==> src/sv/fctag_pkg.sv <==
package fctag_pkg;

    localparam int TEX_W_LOG2_DEF = 6;
    localparam int TEX_H_LOG2_DEF = 6;
    localparam int FRAC_BITS_DEF  = 16;

    // dir and plane are Q2.14
    localparam int DIR_FRAC = 14;
    // magnitude of a difference or double of two Q2.14 values
    localparam int MAG_W    = 17;

    localparam int CFG_IDX_W  = 3;
    localparam int CFG_DATA_W = 32;

    localparam logic [CFG_IDX_W-1:0] REG_DIR_X   = 3'd0;
    localparam logic [CFG_IDX_W-1:0] REG_DIR_Y   = 3'd1;
    localparam logic [CFG_IDX_W-1:0] REG_PLANE_X = 3'd2;
    localparam logic [CFG_IDX_W-1:0] REG_PLANE_Y = 3'd3;
    localparam logic [CFG_IDX_W-1:0] REG_POS_X   = 3'd4;
    localparam logic [CFG_IDX_W-1:0] REG_POS_Y   = 3'd5;
    localparam logic [CFG_IDX_W-1:0] REG_WIDTH   = 3'd6;
    localparam logic [CFG_IDX_W-1:0] REG_HEIGHT  = 3'd7;

    localparam logic [15:0] DIR_X_RST   = 16'd16384;
    localparam logic [15:0] DIR_Y_RST   = 16'd0;
    localparam logic [15:0] PLANE_X_RST = 16'd0;
    localparam logic [15:0] PLANE_Y_RST = 16'd10813;
    localparam logic [31:0] POS_X_RST   = 32'd0;
    localparam logic [31:0] POS_Y_RST   = 32'd0;
    localparam logic [11:0] WIDTH_RST   = 12'd640;
    localparam logic [11:0] HEIGHT_RST  = 12'd480;

    typedef logic [2:0] phase_t;

    // row setup steps of the shared multiply/divide unit, in order
    localparam phase_t PH_DIST = 3'd0;
    localparam phase_t PH_WX   = 3'd1;
    localparam phase_t PH_WY   = 3'd2;
    localparam phase_t PH_SX   = 3'd3;
    localparam phase_t PH_DSX  = 3'd4;
    localparam phase_t PH_SY   = 3'd5;
    localparam phase_t PH_DSY  = 3'd6;

    typedef struct packed {
        logic   load_pix;
        logic   start;
        phase_t phase;
        logic   load_out;
        logic   out_from_reg;
    } fctag_cmd_t;

    typedef struct packed {
        logic need_setup;
        logic out_busy;
        logic unit_done;
    } fctag_sts_t;

endpackage

==> src/sv/fctag_ifs.sv <==
interface fctag_pix_if;
    logic        valid;
    logic        ready;
    logic [10:0] row;
    logic [10:0] column;

    modport source (output valid, output row, output column, input ready);
    modport sink   (input valid, input row, input column, output ready);
endinterface

interface fctag_tex_if;
    logic        valid;
    logic        ready;
    logic [9:0]  tex_u;
    logic [9:0]  tex_v;
    logic [19:0] texel_index;
    logic [10:0] out_column;
    logic [10:0] floor_row;
    logic [10:0] ceiling_row;
    logic        bad_pixel;

    modport source (output valid, output tex_u, output tex_v, output texel_index,
                    output out_column, output floor_row, output ceiling_row,
                    output bad_pixel, input ready);
    modport sink   (input valid, input tex_u, input tex_v, input texel_index,
                    input out_column, input floor_row, input ceiling_row,
                    input bad_pixel, output ready);
endinterface

==> src/sv/fctag_ctrl.sv <==
module fctag_ctrl (
    input  logic                   clk,
    input  logic                   rst_n,
    input  logic                   in_valid,
    output logic                   in_ready,
    input  fctag_pkg::fctag_sts_t  sts,
    output fctag_pkg::fctag_cmd_t  cmd
);

    localparam logic [1:0] ST_IDLE = 2'd0;
    localparam logic [1:0] ST_RUN  = 2'd1;
    localparam logic [1:0] ST_EMIT = 2'd2;

    logic [1:0]        state_reg, state_next;
    fctag_pkg::phase_t phase_reg, phase_next;
    fctag_pkg::phase_t phase_succ;
    logic              out_free;

    assign out_free = !sts.out_busy;

    always_comb
    begin
        case (phase_reg)
            fctag_pkg::PH_DIST: phase_succ = fctag_pkg::PH_WX;
            fctag_pkg::PH_WX:   phase_succ = fctag_pkg::PH_WY;
            fctag_pkg::PH_WY:   phase_succ = fctag_pkg::PH_SX;
            fctag_pkg::PH_SX:   phase_succ = fctag_pkg::PH_DSX;
            fctag_pkg::PH_DSX:  phase_succ = fctag_pkg::PH_SY;
            fctag_pkg::PH_SY:   phase_succ = fctag_pkg::PH_DSY;
            default:            phase_succ = fctag_pkg::PH_DIST;
        endcase
    end

    always_comb
    begin
        cmd        = '0;
        in_ready   = 1'b0;
        state_next = state_reg;
        phase_next = phase_reg;
        case (state_reg)
            ST_IDLE:
            begin
                in_ready = out_free;
                if (in_valid && out_free)
                begin
                    if (sts.need_setup)
                    begin
                        cmd.load_pix = 1'b1;
                        cmd.start    = 1'b1;
                        cmd.phase    = fctag_pkg::PH_DIST;
                        phase_next   = fctag_pkg::PH_DIST;
                        state_next   = ST_RUN;
                    end
                    else
                    begin
                        cmd.load_out = 1'b1;
                    end
                end
            end
            ST_RUN:
            begin
                if (sts.unit_done)
                begin
                    if (phase_reg == fctag_pkg::PH_DSY)
                    begin
                        state_next = ST_EMIT;
                    end
                    else
                    begin
                        cmd.start  = 1'b1;
                        cmd.phase  = phase_succ;
                        phase_next = phase_succ;
                    end
                end
            end
            ST_EMIT:
            begin
                if (out_free)
                begin
                    cmd.load_out     = 1'b1;
                    cmd.out_from_reg = 1'b1;
                    state_next       = ST_IDLE;
                end
            end
            default:
            begin
                state_next = ST_IDLE;
            end
        endcase
    end

    always_ff @(posedge clk or negedge rst_n)
    begin
        if (!rst_n)
        begin
            state_reg <= ST_IDLE;
            phase_reg <= fctag_pkg::PH_DIST;
        end
        else
        begin
            state_reg <= state_next;
            phase_reg <= phase_next;
        end
    end

endmodule

==> src/sv/fctag_datapath.sv <==
module fctag_datapath #(
    parameter int TEX_W_LOG2 = fctag_pkg::TEX_W_LOG2_DEF,
    parameter int TEX_H_LOG2 = fctag_pkg::TEX_H_LOG2_DEF,
    parameter int FRAC_BITS  = fctag_pkg::FRAC_BITS_DEF
) (
    input  logic                                clk,
    input  logic                                rst_n,
    input  logic                                cfg_we,
    input  logic [fctag_pkg::CFG_IDX_W-1:0]     cfg_index,
    input  logic [fctag_pkg::CFG_DATA_W-1:0]    cfg_data,
    input  logic [10:0]                         row,
    input  logic [10:0]                         column,
    input  logic                                out_ready,
    output logic                                out_valid,
    output logic [9:0]                          tex_u,
    output logic [9:0]                          tex_v,
    output logic [19:0]                         texel_index,
    output logic [10:0]                         out_column,
    output logic [10:0]                         floor_row,
    output logic [10:0]                         ceiling_row,
    output logic                                bad_pixel,
    input  fctag_pkg::fctag_cmd_t               cmd,
    output fctag_pkg::fctag_sts_t               sts
);

    localparam int DW    = 11 + FRAC_BITS;
    localparam int MW    = fctag_pkg::MAG_W;
    localparam int PW    = DW + MW;
    localparam int NW    = PW - fctag_pkg::DIR_FRAC;
    localparam int CNT_W = $clog2(NW);
    localparam logic [CNT_W-1:0] DIV_LAST = CNT_W'(NW - 1);
    localparam logic [CNT_W-1:0] MUL_LAST = CNT_W'(MW - 1);

    // configuration
    logic [15:0] dir_x_reg, dir_y_reg, plane_x_reg, plane_y_reg;
    logic [31:0] pos_x_reg, pos_y_reg;
    logic [11:0] fw_reg, fh_reg;

    // walk state
    logic [31:0] world_x_reg, world_y_reg, step_x_reg, step_y_reg;

    // shared multiply/divide unit
    fctag_pkg::phase_t phase_reg;
    logic              run_reg, done_reg;
    logic [CNT_W-1:0]  cnt_reg;
    logic [NW-1:0]     num_reg;
    logic [11:0]       rem_reg, den_reg;
    logic [PW-1:0]     prod_reg, mcand_reg;
    logic [MW-1:0]     mplier_reg;
    logic              sign_reg;
    logic [DW-1:0]     dist_reg;
    logic [10:0]       row_reg, col_reg;

    // output word
    logic        out_valid_reg;
    logic [9:0]  tu_reg, tv_reg;
    logic [19:0] idx_reg;
    logic [10:0] ocol_reg, frow_reg, crow_reg;
    logic        bad_reg;

    function automatic logic pix_bad(input logic [10:0] r, input logic [10:0] c,
                                     input logic [11:0] fw, input logic [11:0] fh);
        return (r < fh[11:1]) || ({1'b0, r} >= fh) || ({1'b0, c} >= fw);
    endfunction

    function automatic logic [MW-1:0] mag(input logic [MW-1:0] v);
        return v[MW-1] ? MW'(~v + 1'b1) : v;
    endfunction

    function automatic logic [9:0] tex_coord(input logic [31:0] w, input int tl);
        logic [31:0]          m;
        logic [FRAC_BITS+9:0] t;
        m = w[31] ? (32'd0 - w) : w;
        t = ({10'd0, m[FRAC_BITS-1:0]} << tl) >> FRAC_BITS;
        if (w[31])
        begin
            t = {(FRAC_BITS + 10){1'b0}} - t;
        end
        return t[9:0] & 10'((1 << tl) - 1);
    endfunction

    always_ff @(posedge clk or negedge rst_n)
    begin
        if (!rst_n)
        begin
            dir_x_reg   <= fctag_pkg::DIR_X_RST;
            dir_y_reg   <= fctag_pkg::DIR_Y_RST;
            plane_x_reg <= fctag_pkg::PLANE_X_RST;
            plane_y_reg <= fctag_pkg::PLANE_Y_RST;
            pos_x_reg   <= fctag_pkg::POS_X_RST;
            pos_y_reg   <= fctag_pkg::POS_Y_RST;
            fw_reg      <= fctag_pkg::WIDTH_RST;
            fh_reg      <= fctag_pkg::HEIGHT_RST;
        end
        else if (cfg_we)
        begin
            case (cfg_index)
                fctag_pkg::REG_DIR_X:   dir_x_reg   <= cfg_data[15:0];
                fctag_pkg::REG_DIR_Y:   dir_y_reg   <= cfg_data[15:0];
                fctag_pkg::REG_PLANE_X: plane_x_reg <= cfg_data[15:0];
                fctag_pkg::REG_PLANE_Y: plane_y_reg <= cfg_data[15:0];
                fctag_pkg::REG_POS_X:   pos_x_reg   <= cfg_data;
                fctag_pkg::REG_POS_Y:   pos_y_reg   <= cfg_data;
                fctag_pkg::REG_WIDTH:   fw_reg      <= cfg_data[11:0];
                fctag_pkg::REG_HEIGHT:  fh_reg      <= cfg_data[11:0];
                default:                fw_reg      <= fw_reg;
            endcase
        end
    end

    // row offset below the horizon, horizon row counts as one
    logic [10:0]        p_raw, p_val;
    logic signed [16:0] dxp, dyp;
    logic [MW-1:0]      twice_px, twice_py;

    assign p_raw    = row - fh_reg[11:1];
    assign p_val    = (p_raw == 11'd0) ? 11'd1 : p_raw;
    assign dxp      = $signed({dir_x_reg[15], dir_x_reg}) - $signed({plane_x_reg[15], plane_x_reg});
    assign dyp      = $signed({dir_y_reg[15], dir_y_reg}) - $signed({plane_y_reg[15], plane_y_reg});
    assign twice_px = {plane_x_reg, 1'b0};
    assign twice_py = {plane_y_reg, 1'b0};

    // one restoring divide step and one shift-add multiply step
    logic          is_div, last;
    logic [12:0]   trial, diff;
    logic          ge;
    logic [11:0]   rem_step;
    logic [NW-1:0] num_step;
    logic [PW-1:0] prod_step;

    assign is_div    = (phase_reg == fctag_pkg::PH_DIST) || (phase_reg == fctag_pkg::PH_DSX)
                    || (phase_reg == fctag_pkg::PH_DSY);
    assign last      = is_div ? (cnt_reg == DIV_LAST) : (cnt_reg == MUL_LAST);
    assign trial     = {rem_reg, num_reg[NW-1]};
    assign diff      = trial - {1'b0, den_reg};
    assign ge        = trial >= {1'b0, den_reg};
    assign rem_step  = ge ? diff[11:0] : trial[11:0];
    assign num_step  = {num_reg[NW-2:0], ge};
    assign prod_step = prod_reg + (mplier_reg[0] ? mcand_reg : {PW{1'b0}});

    always_ff @(posedge clk or negedge rst_n)
    begin
        if (!rst_n)
        begin
            phase_reg <= fctag_pkg::PH_DIST;
            run_reg   <= 1'b0;
            done_reg  <= 1'b0;
            cnt_reg   <= '0;
        end
        else
        begin
            done_reg <= 1'b0;
            if (cmd.start)
            begin
                phase_reg <= cmd.phase;
                run_reg   <= 1'b1;
                cnt_reg   <= '0;
            end
            else if (run_reg)
            begin
                cnt_reg <= cnt_reg + 1'b1;
                if (last)
                begin
                    run_reg  <= 1'b0;
                    done_reg <= 1'b1;
                end
            end
        end
    end

    always_ff @(posedge clk)
    begin
        if (cmd.load_pix)
        begin
            row_reg <= row;
            col_reg <= column;
        end
        if (cmd.start)
        begin
            rem_reg  <= '0;
            prod_reg <= '0;
            case (cmd.phase)
                fctag_pkg::PH_DIST:
                begin
                    num_reg <= NW'({fh_reg, {(FRAC_BITS - 1){1'b0}}});
                    den_reg <= {1'b0, p_val};
                end
                fctag_pkg::PH_WX:
                begin
                    mcand_reg  <= PW'(dist_reg);
                    mplier_reg <= mag(dxp);
                    sign_reg   <= dxp[16];
                end
                fctag_pkg::PH_WY:
                begin
                    mcand_reg  <= PW'(dist_reg);
                    mplier_reg <= mag(dyp);
                    sign_reg   <= dyp[16];
                end
                fctag_pkg::PH_SX:
                begin
                    mcand_reg  <= PW'(dist_reg);
                    mplier_reg <= mag(twice_px);
                    sign_reg   <= plane_x_reg[15];
                end
                fctag_pkg::PH_SY:
                begin
                    mcand_reg  <= PW'(dist_reg);
                    mplier_reg <= mag(twice_py);
                    sign_reg   <= plane_y_reg[15];
                end
                default:
                begin
                    // divide the truncated product magnitude by the frame width
                    num_reg <= prod_reg[PW-1:fctag_pkg::DIR_FRAC];
                    den_reg <= fw_reg;
                end
            endcase
        end
        else if (run_reg)
        begin
            if (is_div)
            begin
                num_reg <= num_step;
                rem_reg <= rem_step;
                if (last && (phase_reg == fctag_pkg::PH_DIST))
                begin
                    dist_reg <= num_step[DW-1:0];
                end
            end
            else
            begin
                prod_reg   <= prod_step;
                mcand_reg  <= mcand_reg << 1;
                mplier_reg <= mplier_reg >> 1;
            end
        end
    end

    // finish a setup step: signed product floored by 2^14, or signed quotient
    logic signed [PW:0] sprod, sprod_sh;
    logic signed [NW:0] squo;
    logic [31:0]        start_off, step_val, pos_sel;

    assign sprod     = sign_reg ? -$signed({1'b0, prod_reg}) : $signed({1'b0, prod_reg});
    assign sprod_sh  = sprod >>> fctag_pkg::DIR_FRAC;
    assign start_off = 32'(sprod_sh);
    assign squo      = sign_reg ? -$signed({1'b0, num_reg}) : $signed({1'b0, num_reg});
    assign step_val  = 32'(squo);
    assign pos_sel   = (phase_reg == fctag_pkg::PH_WX) ? pos_x_reg : pos_y_reg;

    // pixel being answered
    logic [10:0] src_row, src_col;
    logic        src_bad;
    logic [9:0]  tu_val, tv_val;
    logic [11:0] crow_full;

    assign src_row   = cmd.out_from_reg ? row_reg : row;
    assign src_col   = cmd.out_from_reg ? col_reg : column;
    assign src_bad   = pix_bad(src_row, src_col, fw_reg, fh_reg);
    assign tu_val    = tex_coord(world_x_reg, TEX_W_LOG2);
    assign tv_val    = tex_coord(world_y_reg, TEX_H_LOG2);
    assign crow_full = fh_reg - {1'b0, src_row} - 12'd1;

    always_ff @(posedge clk or negedge rst_n)
    begin
        if (!rst_n)
        begin
            world_x_reg <= '0;
            world_y_reg <= '0;
            step_x_reg  <= '0;
            step_y_reg  <= '0;
        end
        else if (done_reg)
        begin
            case (phase_reg)
                fctag_pkg::PH_WX:  world_x_reg <= pos_sel + start_off;
                fctag_pkg::PH_WY:  world_y_reg <= pos_sel + start_off;
                fctag_pkg::PH_DSX: step_x_reg  <= step_val;
                fctag_pkg::PH_DSY: step_y_reg  <= step_val;
                default:           step_x_reg  <= step_x_reg;
            endcase
        end
        else if (cmd.load_out && !src_bad)
        begin
            // advance one pixel
            world_x_reg <= world_x_reg + step_x_reg;
            world_y_reg <= world_y_reg + step_y_reg;
        end
    end

    always_ff @(posedge clk or negedge rst_n)
    begin
        if (!rst_n)
        begin
            out_valid_reg <= 1'b0;
        end
        else if (cmd.load_out)
        begin
            out_valid_reg <= 1'b1;
        end
        else if (out_ready)
        begin
            out_valid_reg <= 1'b0;
        end
    end

    always_ff @(posedge clk)
    begin
        if (cmd.load_out)
        begin
            ocol_reg <= src_col;
            frow_reg <= src_row;
            bad_reg  <= src_bad;
            if (src_bad)
            begin
                tu_reg   <= '0;
                tv_reg   <= '0;
                idx_reg  <= '0;
                crow_reg <= '0;
            end
            else
            begin
                tu_reg   <= tu_val;
                tv_reg   <= tv_val;
                idx_reg  <= ({10'd0, tv_val} << TEX_W_LOG2) + {10'd0, tu_val};
                crow_reg <= crow_full[10:0];
            end
        end
    end

    assign out_valid   = out_valid_reg;
    assign tex_u       = tu_reg;
    assign tex_v       = tv_reg;
    assign texel_index = idx_reg;
    assign out_column  = ocol_reg;
    assign floor_row   = frow_reg;
    assign ceiling_row = crow_reg;
    assign bad_pixel   = bad_reg;

    assign sts.need_setup = (column == 11'd0) && !pix_bad(row, column, fw_reg, fh_reg);
    assign sts.out_busy   = out_valid_reg && !out_ready;
    assign sts.unit_done  = done_reg;

endmodule

==> src/sv/floor_ceiling_texel_address_gen_core.sv <==
// Floor/ceiling texel address generator. Send lower-half pixels in raster
// order on pix_in; each one returns a word on tex_out with its texel
// coordinates, texel index, frame column and floor and mirrored ceiling rows.
// Pixels outside the lower half or the frame come back with bad_pixel set
// and leave the walk state alone. Any pixel in a column other than zero,
// and a bad pixel in column zero, is taken one per cycle while tex_out is not
// stalled. A valid pixel in column zero sets up its row on a shared
// shift-add multiplier and restoring divider, in three divisions and four
// multiplies, and its word appears and the next pixel is taken only once
// the setup is done. Positions are Q16.16 at the default FRAC_BITS. Write the
// configuration registers only while no pixel is in flight.
module floor_ceiling_texel_address_gen_core #(
    parameter int TEX_W_LOG2 = fctag_pkg::TEX_W_LOG2_DEF,
    parameter int TEX_H_LOG2 = fctag_pkg::TEX_H_LOG2_DEF,
    parameter int FRAC_BITS  = fctag_pkg::FRAC_BITS_DEF
) (
    input  logic                             clk,
    input  logic                             rst_n,
    input  logic                             cfg_we,
    input  logic [fctag_pkg::CFG_IDX_W-1:0]  cfg_index,
    input  logic [fctag_pkg::CFG_DATA_W-1:0] cfg_data,
    fctag_pix_if.sink                        pix_in,
    fctag_tex_if.source                      tex_out
);

    fctag_pkg::fctag_cmd_t cmd;
    fctag_pkg::fctag_sts_t sts;

    fctag_ctrl u_ctrl (
        .clk      (clk),
        .rst_n    (rst_n),
        .in_valid (pix_in.valid),
        .in_ready (pix_in.ready),
        .sts      (sts),
        .cmd      (cmd)
    );

    fctag_datapath #(
        .TEX_W_LOG2 (TEX_W_LOG2),
        .TEX_H_LOG2 (TEX_H_LOG2),
        .FRAC_BITS  (FRAC_BITS)
    ) u_dp (
        .clk         (clk),
        .rst_n       (rst_n),
        .cfg_we      (cfg_we),
        .cfg_index   (cfg_index),
        .cfg_data    (cfg_data),
        .row         (pix_in.row),
        .column      (pix_in.column),
        .out_ready   (tex_out.ready),
        .out_valid   (tex_out.valid),
        .tex_u       (tex_out.tex_u),
        .tex_v       (tex_out.tex_v),
        .texel_index (tex_out.texel_index),
        .out_column  (tex_out.out_column),
        .floor_row   (tex_out.floor_row),
        .ceiling_row (tex_out.ceiling_row),
        .bad_pixel   (tex_out.bad_pixel),
        .cmd         (cmd),
        .sts         (sts)
    );

endmodule

==> src/flat_wrapper.sv <==
// flat-port wrapper written by rule: the top's interface ports become plain ports
module floor_ceiling_texel_address_gen_core_flat 
#(
    parameter int TEX_W_LOG2 = fctag_pkg::TEX_W_LOG2_DEF,
    parameter int TEX_H_LOG2 = fctag_pkg::TEX_H_LOG2_DEF,
    parameter int FRAC_BITS  = fctag_pkg::FRAC_BITS_DEF
)
  (clk, rst_n, cfg_we, cfg_index, cfg_data, pix_in_valid, pix_in_row, pix_in_column, pix_in_ready, tex_out_valid, tex_out_tex_u, tex_out_tex_v, tex_out_texel_index, tex_out_out_column, tex_out_floor_row, tex_out_ceiling_row, tex_out_bad_pixel, tex_out_ready);
  fctag_pix_if pix_in_i ();
  fctag_tex_if tex_out_i ();
  input  logic clk;
  input  logic rst_n;
  input  logic cfg_we;
  input  logic [fctag_pkg::CFG_IDX_W-1:0] cfg_index;
  input  logic [fctag_pkg::CFG_DATA_W-1:0] cfg_data;
  input wire logic [$bits(pix_in_i.valid)-1:0] pix_in_valid;
  input wire logic [$bits(pix_in_i.row)-1:0] pix_in_row;
  input wire logic [$bits(pix_in_i.column)-1:0] pix_in_column;
  output wire logic [$bits(pix_in_i.ready)-1:0] pix_in_ready;
  output wire logic [$bits(tex_out_i.valid)-1:0] tex_out_valid;
  output wire logic [$bits(tex_out_i.tex_u)-1:0] tex_out_tex_u;
  output wire logic [$bits(tex_out_i.tex_v)-1:0] tex_out_tex_v;
  output wire logic [$bits(tex_out_i.texel_index)-1:0] tex_out_texel_index;
  output wire logic [$bits(tex_out_i.out_column)-1:0] tex_out_out_column;
  output wire logic [$bits(tex_out_i.floor_row)-1:0] tex_out_floor_row;
  output wire logic [$bits(tex_out_i.ceiling_row)-1:0] tex_out_ceiling_row;
  output wire logic [$bits(tex_out_i.bad_pixel)-1:0] tex_out_bad_pixel;
  input wire logic [$bits(tex_out_i.ready)-1:0] tex_out_ready;
  assign pix_in_i.valid = pix_in_valid;
  assign pix_in_i.row = pix_in_row;
  assign pix_in_i.column = pix_in_column;
  assign pix_in_ready = pix_in_i.ready;
  assign tex_out_valid = tex_out_i.valid;
  assign tex_out_tex_u = tex_out_i.tex_u;
  assign tex_out_tex_v = tex_out_i.tex_v;
  assign tex_out_texel_index = tex_out_i.texel_index;
  assign tex_out_out_column = tex_out_i.out_column;
  assign tex_out_floor_row = tex_out_i.floor_row;
  assign tex_out_ceiling_row = tex_out_i.ceiling_row;
  assign tex_out_bad_pixel = tex_out_i.bad_pixel;
  assign tex_out_i.ready = tex_out_ready;
  floor_ceiling_texel_address_gen_core #(.TEX_W_LOG2(TEX_W_LOG2), .TEX_H_LOG2(TEX_H_LOG2), .FRAC_BITS(FRAC_BITS)) u_core (.clk(clk), .rst_n(rst_n), .cfg_we(cfg_we), .cfg_index(cfg_index), .cfg_data(cfg_data), .pix_in(pix_in_i), .tex_out(tex_out_i));
endmodule
==> config.mk <==
export PLATFORM = sky130hd
export DESIGN_NAME = floor_ceiling_texel_address_gen_core_flat
export DESIGN_NICKNAME = d
export VERILOG_FILES = /design/src/sv/fctag_pkg.sv /design/src/sv/fctag_ifs.sv /design/src/sv/fctag_ctrl.sv /design/src/sv/fctag_datapath.sv /design/src/sv/floor_ceiling_texel_address_gen_core.sv /design/src/flat_wrapper.sv
export SDC_FILE = /design/constraint.sdc
export NUM_CORES = 2
export LEC_CHECK = 0
export BUFFER_PORTS_ARGS = -buffer_cell sky130_fd_sc_hd__buf_2
export CORE_ASPECT_RATIO = 0.7
export CORE_MARGIN = 2
export CORE_UTILIZATION = 45
export CTS_BUF_LIST = sky130_fd_sc_hd__clkbuf_4 sky130_fd_sc_hd__clkbuf_8
export CTS_CLUSTER_DIAMETER = 200
export CTS_CLUSTER_SIZE = 28
export DETAILED_ROUTE_END_ITERATION = 10
export SYNTH_ARGS = -nofsm -noshare
export SYNTH_HDL_FRONTEND = slang
export SYNTH_SLANG_ARGS = --single-unit
==> constraint.sdc <==
create_clock -name clk -period 6.2 [get_ports clk]
set_input_delay 1.86 -clock clk [delete_from_list [all_inputs] [get_ports clk]]
set_output_delay 1.86 -clock clk [all_outputs]
set_load 0.03 [all_outputs]
Word-level counts from Yosys, hierarchy flattened
Index checks and enable logic that the tools add are counted.
{"block": "op_classes", "add_sub_neg": 22, "n_lt_le_gt_ge": 7, "n_eq_ne": 37, "muxes": 70, "bitwise": 7, "reduce_logical": 51}
{"operator": "32-bit two-way mux", "n": 7}
{"operator": "44-bit two-way mux", "n": 5}
{"operator": "17-bit two-way mux", "n": 7}
{"operator": "32-bit adder", "n": 3}
{"operator": "30-bit two-way mux", "n": 3}
{"operator": "17-bit by 1-bit adder with 17-bit output (second input constant)", "n": 4}
{"operator": "17-bit inverter", "n": 4}
{"operator": "17-bit case mux with 4 select lines", "n": 1}
{"operator": "30-bit case mux with 2 select lines", "n": 1}
{"operator": "11-bit by 12-bit greater-or-equal comparator with 1-bit output", "n": 4}
{"operator": "45-bit two-way mux", "n": 1}
{"operator": "44-bit negation with 45-bit output", "n": 1}
{"operator": "44-bit adder", "n": 1}
{"operator": "16-bit by 16-bit subtractor with 17-bit output", "n": 2}
{"operator": "11-bit two-way mux", "n": 3}
{"operator": "16-bit two-way mux", "n": 2}
{"operator": "2-bit AND reduction", "n": 16}
{"operator": "1-bit by 16-bit subtractor with 16-bit output (first input constant)", "n": 2}
{"operator": "31-bit two-way mux", "n": 1}
{"operator": "30-bit negation with 31-bit output", "n": 1}
{"operator": "3-bit equality test (second input constant)", "n": 10}
{"operator": "12-bit case mux with 2 select lines", "n": 1}
{"operator": "11-bit logical NOT", "n": 2}
{"operator": "11-bit less-than comparator", "n": 2}
{"operator": "40 further kinds", "n": 110}
{"block": "word_totals", "register_bits": 577, "in_bits": 62, "out_inout_bits": 76, "word_cells": 232}

Depth between registers and ports, before layout
{"block": "depth", "ltp_word": 12, "mapped_depth": 24, "depth_no_buf": 24}

Modules after synthesis
Synthesis repeated with hierarchy kept, for this count alone.
{"block": "hier_totals", "cells_unflattened": 3641, "hier_area_um2": 35308.9}
{"mod": "fctag_datapath", "instances": 1, "cells_each": 3607, "area_each_um2": 34984.8, "seq_area_each_um2": 14347.5}
{"mod": "fctag_ctrl", "instances": 1, "cells_each": 34, "area_each_um2": 324.1, "seq_area_each_um2": 125.1}

Worst setup path after synthesis
No wires, ideal clock.
{"block": "synth_path", "path_type": "in2reg", "from": "input port pix_in_row[0]", "to": "register u_core.u_dp.mcand_reg[0], enable pin", "setup_time_ns": 0.500, "arrival_ns": 7.742, "required_ns": 5.700, "setup_slack_ns": -2.043, "cell_stages": 15, "n_path_buf": 3, "cell_sequence": "inv_1 ha_1 nand2b_1 a21o_1 a21o_1 a21oi_1 o211ai_1 o2111ai_1 o2111a_1 nor2b_1 clkbuf_1 a21oi_1 clkbuf_1 clkbuf_1 a21oi_1"}
{"block": "synth_via", "elab_chain_len": 10, "elab_cells_between_ends": 13, "classes_between": "2 x order compare; 2 x eq/ne; 3 x mux; 6 x reduce/logical"}
{"item": "from (decl)", "line": "flat_wrapper.sv:17", "rtl": "input wire logic [$bits(pix_in_i.row)-1:0] pix_in_row;"}
{"item": "11-bit by 12-bit greater-or-equal comparator with 1-bit output or 11-bit less-than comparator (tied branches)", "line": "fctag_datapath.sv:63", "rtl": "return (r < fh[11:1]) || ({1'b0, r} >= fh) || ({1'b0, c} >= fw);"}
{"item": "1-bit logical OR * (2 in series)", "line": "fctag_datapath.sv:63"}
{"item": "1-bit logical NOT *", "line": "fctag_datapath.sv:341", "rtl": "assign sts.need_setup = (column == 11'd0) && !pix_bad(row, column, fw_reg, fh_reg);"}
{"item": "1-bit logical AND *", "line": "fctag_datapath.sv:341"}
{"item": "5-bit two-way mux *", "line": "fctag_ctrl.sv:46", "rtl": "if (sts.need_setup)"}
{"item": "6-bit two-way mux *", "line": "fctag_ctrl.sv:44", "rtl": "if (in_valid && out_free)"}
{"item": "4-bit case mux with 2 select lines *", "line": "fctag_ctrl.sv:40", "rtl": "case (state_reg)"}
{"item": "2-bit by 1-bit inequality test with 1-bit output (no source line) (tied with other cells)"}
{"item": "3-bit AND reduction (no source line) *"}
{"item": "to (signal assigned)", "line": "fctag_datapath.sv:190", "rtl": "mcand_reg <= PW'(dist_reg);"}
{"item": "to (signal assigned)", "line": "fctag_datapath.sv:196", "rtl": "mcand_reg <= PW'(dist_reg);"}
{"item": "to (signal assigned)", "line": "fctag_datapath.sv:202", "rtl": "mcand_reg <= PW'(dist_reg);"}
{"item": "to (decl)", "line": "fctag_datapath.sv:48", "rtl": "logic [PW-1:0] prod_reg, mcand_reg;"}
Every way passes the cells marked *; elsewhere a longest branch is shown, timed or not.
A chain may end at the register's enable or synchronous reset.

Final worst setup path
{"block": "layout_path", "from": "register u_core.u_dp.prod_reg[0]", "to": "register u_core.u_dp.world_x_reg[30]"}
{"block": "layout_via", "elab_chain_len": 5}
{"item": "from (decl)", "line": "fctag_datapath.sv:48"}
{"item": "from (signal assigned)", "line": "fctag_datapath.sv:233", "rtl": "prod_reg <= prod_step;"}
{"item": "44-bit negation with 45-bit output", "line": "fctag_datapath.sv:245", "rtl": "assign sprod = sign_reg ? -$signed({1'b0, prod_reg}) : $signed({1'b0, prod_reg});"}
{"item": "45-bit two-way mux", "line": "fctag_datapath.sv:245"}
{"item": "32-bit adder", "line": "fctag_datapath.sv:277", "rtl": "fctag_pkg::PH_WX: world_x_reg <= pos_sel + start_off;"}
{"item": "32-bit two-way mux", "line": "fctag_datapath.sv:276", "rtl": "case (phase_reg)"}
{"item": "32-bit two-way mux", "line": "fctag_datapath.sv:274", "rtl": "else if (done_reg)"}
{"item": "to (signal assigned)", "line": "fctag_datapath.sv:277"}
{"item": "to (signal assigned)", "line": "fctag_datapath.sv:287", "rtl": "world_x_reg <= world_x_reg + step_x_reg;"}
{"item": "to (decl)", "line": "fctag_datapath.sv:40", "rtl": "logic [31:0] world_x_reg, world_y_reg, step_x_reg, step_y_reg;"}
Every way passes these cells. The select of a mux whose other input is x is not followed.

==> reports/metrics.csv <==
stage;metric;value;unit
clocking;clk_pin_slew;0.18;ns
clocking;clock_sinks;549;
yosys;ys_types;90;
yosys;synth_ff_type;dfrtp_1;
final_layout;multi_input_area;0.01985;mm^2
yosys;synth_edf_count;199;
global_route;grt_use_total;0.2421;
pwr;power.total;15.28;mW
detailed_routing;firstDrtPassIters;5;
pwr;p_leak;15.86;nW
pwr;p_seq_frac;0.361;
pwr;p_comb_frac;0.532;
die;start_util;0.4524;
flow_run;cap_violations;0;
setup_path;cp_top_family;simple AND/OR/NAND/NOR gates;
sta;max_slew.worst_pin.slew;1.260;ns
sta;hold_viol;0;
global_route;grt_max_degree;106;
worst_hold_path;min_path_type;flip-flop to flip-flop;
pwr;clkPwrFrac;0.107;
setup_path;critPathBufInv;0;
status;status;finished clean;
die;fp.dieH;238.8;um
final_layout;seqCellArea;0.01447;mm^2
sta;skew;0.04442;ns
sta;timing.hold.ws;0.4853;ns
clocking;max-clock-path-buffers;3;
sta;setup_viol;0;
detailed_routing;wirelength;99.13;mm
die;core-area;0.07834;mm^2
setup_path;cp.arrival;6.49;ns
yosys;ys_seq_elements;549;
setup_path;start_kind;flip-flop;
die;boundaryPins;138;
clocking;cts-root-buf;clkbuf_8;
detailed_routing;drc_errors;0;
detailed_routing;drt_iter0_drc;2550;
die;die_area;0.08104;mm^2
pwr;powerDensity;404.7;mW/mm^2
global_route;gr-total-overflow;0;
detailed_routing;wl_per_cell;20.67;um
sta;finalCriticalPeriod;5.836;ns
detailed_routing;vias_per_cell;5.709;
placed_design;dp_hpwl;75.06;mm
final_layout;fin_util;0.4821;
clocking;clk_latency;0.74;ns
setup_path;critPathSlowestCell;or4_1;
clocking;cts_made_buffers;23;
clocking;htree_levels;1;
final_layout;final_nets;4055;
setup_path;crit_fanout;4;
yosys;synthCells;3686;
pwr;power_switching_share;0.4390;
final_layout;drive_above_1_share;0.1271;
setup_path;required;6.85;ns
global_route;antenna_found_initial;8;
setup_path;crit_type;flip-flop to flip-flop;
yosys;synth_async_sr_flop_share;0.5355;
placed_design;portBuffers;121;
yosys;ys_seq_area_frac;0.4084;
sta;max_freq;171.3;MHz
yosys;yosys_warnings;0;
final_layout;area_delta_synth_final;6.582;%
placed_design;place_area;0.03726;mm^2
yosys;netlist_area;0.03544;mm^2
final_layout;final_area;0.03777;mm^2
final_layout;fillers;7492;
pwr;p_sw;6.710;mW
pwr;vdd_drop_max;0.0002075;V
die;rows;86;
sta;relSlewSlack;0.1522;
clocking;postCtsHoldBufs;0;
yosys;syn_avg_cell_area;9.613;um^2
detailed_routing;detail-route-antenna-nets;0;
detailed_routing;vias;27380;
global_route;grt_pass1_vias;25290;
clocking;cts_tree;built;
setup_path;cpPeakStageDelay;0.43;ns
placed_design;gp_congestion;0.9049;
sta;report.final.slew_viol_count;0;
die;die_x;339.4;um
setup_path;reg2reg_setup_slack;0.36;ns
pwr;p_int;8.574;mW
setup_path;crit_chain;nor4_4 > nand4_4 > nor4_4 > nand2b_2 > or4_1 > or2_4 > nand2b_4 > or3_4 > or3_4 > nand2_1 > xnor2_1 > ha_1 > and3_1 > a221o_1 > a2111o_1 > a31oi_2 > o21a_1 > o21ai_1 > a21oi_1 > xor2_1 > o221ai_1 > mux2_2;
global_route;grt_pass1_wl;153.9;mm
sta;fin_crit_sh;0.9413;
setup_path;end_kind;flip-flop;
-- Yosys cell counts (18+ instances only) --
master / instances / area [um^2]
mux2i_1: 29 / 290.3
edfxtp_1: 199 / 5976
clkbuf_1: 138 / 518.0
a22o_1: 18 / 157.7
dfxtp_1: 56 / 1121
o22ai_1: 19 / 118.9
and2_1: 76 / 475.5
nand2_1: 406 / 1524
ha_1: 262 / 3278
dfrtp_1: 279 / 6982
buf_4: 28 / 210.2
nor3_1: 41 / 205.2
a21o_1: 88 / 660.6
nor4_1: 18 / 112.6
o211ai_1: 45 / 337.8
o21a_1: 70 / 525.5
xor2_1: 106 / 928.4
nand2b_1: 40 / 250.2
a211oi_1: 18 / 135.1
nor2b_1: 38 / 237.7
o21ai_0: 237 / 1186
o31ai_1: 30 / 225.2
nand4_1: 33 / 206.5
o21bai_1: 33 / 247.7
nand3_1: 58 / 290.3
or3_1: 21 / 131.4
and3_1: 18 / 112.6
inv_1: 161 / 604.3
a31oi_1: 34 / 212.7
mux2_2: 191 / 2151
a21oi_1: 257 / 1286
xnor2_1: 170 / 1489
o21ai_1: 35 / 175.2
nor2_1: 211 / 792.0
-- layout make-up --
cell class              instances  share of cell area
diodes                          2           0.0001325
clock buffers                  39             0.01156
clock inverters                 2           0.0006295
inverters                     163             0.01620
multi-input cells            2820              0.5256
flip-flops and latches        549              0.3832
well taps                    1056             0.03498
repair buffers                165             0.02770
-- power groups by stage --
stage               clock network [mW]  registers [mW]  logic, mW
finish                            1.63            5.52       8.14
global route                      1.79            5.61       9.12
CTS                               1.69            5.48       8.03
detailed placement                   0            5.56       7.98
global placement                     0            5.55       7.92
floorplan                            0            5.25       6.26
-- routing by layer --
layer  up-vias  share of wire  global-route usage
met5         -              0                   0
met4         0          0.012             0.03044
met3        55          0.073             0.04381
met2       738           0.38              0.3246
met1     13290           0.54              0.4024
li1      13300              -                   -
-- worst register-to-register path: stages (launching register included) --
cell	delay, ns
dfxtp_1	0.39
nor4_4	0.38
nand4_4	0.19
nor4_4	0.28
nand2b_2	0.12
or4_1	0.43
or2_4	0.26
nand2b_4	0.14
or3_4	0.34
or3_4	0.36
nand2_1	0.09
xnor2_1	0.08
ha_1	0.38
and3_1	0.23
a221o_1	0.38
a2111o_1	0.43
a31oi_2	0.23
o21a_1	0.19
o21ai_1	0.08
a21oi_1	0.18
xor2_1	0.21
o221ai_1	0.13
mux2_2	0.28
-- metrics by stage --
stage / setup TNS [ns] / worst slack (ns) / std cells
2_1_floorplan: 0 / 0.3297 / 3701
3_3_place_gp: 0 / 0.2597 / 4752
3_5_place_dp: 0 / 0.1720 / 4752
4_1_cts: 0 / 0.1474 / 4793
5_1_grt: -0.005741 / -0.005741 / 4796
6_report: 0 / 0.3637 / 4796
-- layout by cell type, fill, tap and decap left out, types with 120 or more instances in the layout --
| cell type | count |
|---|---|
| inv_1 | 161 |
| ha_1 | 262 |
| xnor2_1 | 170 |
| nand2_1 | 405 |
| o21ai_0 | 237 |
| buf_2 | 120 |
| a21oi_1 | 253 |
| dfrtp_1 | 278 |
| mux2_2 | 191 |
| edfxtp_1 | 199 |
| nor2_1 | 209 |
-- worst paths after layout --
| kind | startpoint | to | cells past startpoint |
|---|---|---|---|
| min | u_core.u_dp.rem_reg[11] | u_core.u_dp.rem_reg[11] | 2 |
| max reg2reg | u_core.u_dp.prod_reg[0] | u_core.u_dp.world_x_reg[30] | 22 |
| min in group asynchronous | rst_n | u_core.u_dp.step_y_reg[3] | 1 |
| max | u_core.u_dp.prod_reg[0] | u_core.u_dp.world_x_reg[30] | 22 |
| max in group asynchronous | rst_n | u_core.u_dp.pos_x_reg[20] | 2 |
| min reg2reg | u_core.u_dp.rem_reg[11] | u_core.u_dp.rem_reg[11] | 2 |
-- repair_timing --
item	4_1_cts	5_1_grt
buffers inserted	0	1
setup endpoints to repair	0	9
gates resized for setup	0	5
-- cell families (layout without fill, tap and decap cells) --
logic type / count (synthesis) / after routing / share of synthesized area
adder cells (fa/ha/maj): 272 / 272 / 0.09788
AND/OR/NAND/NOR: 1039 / 1039 / 0.1410
XOR/XNOR: 276 / 276 / 0.06822
other: 1 / 18 / 0.0001058
multiplexers: 220 / 220 / 0.06889
flip-flops: 549 / 549 / 0.4084
buffers and inverters: 332 / 369 / 0.03813
AO/OA/AOI/OAI: 997 / 997 / 0.1774
(Power assumes the default switching activity.)
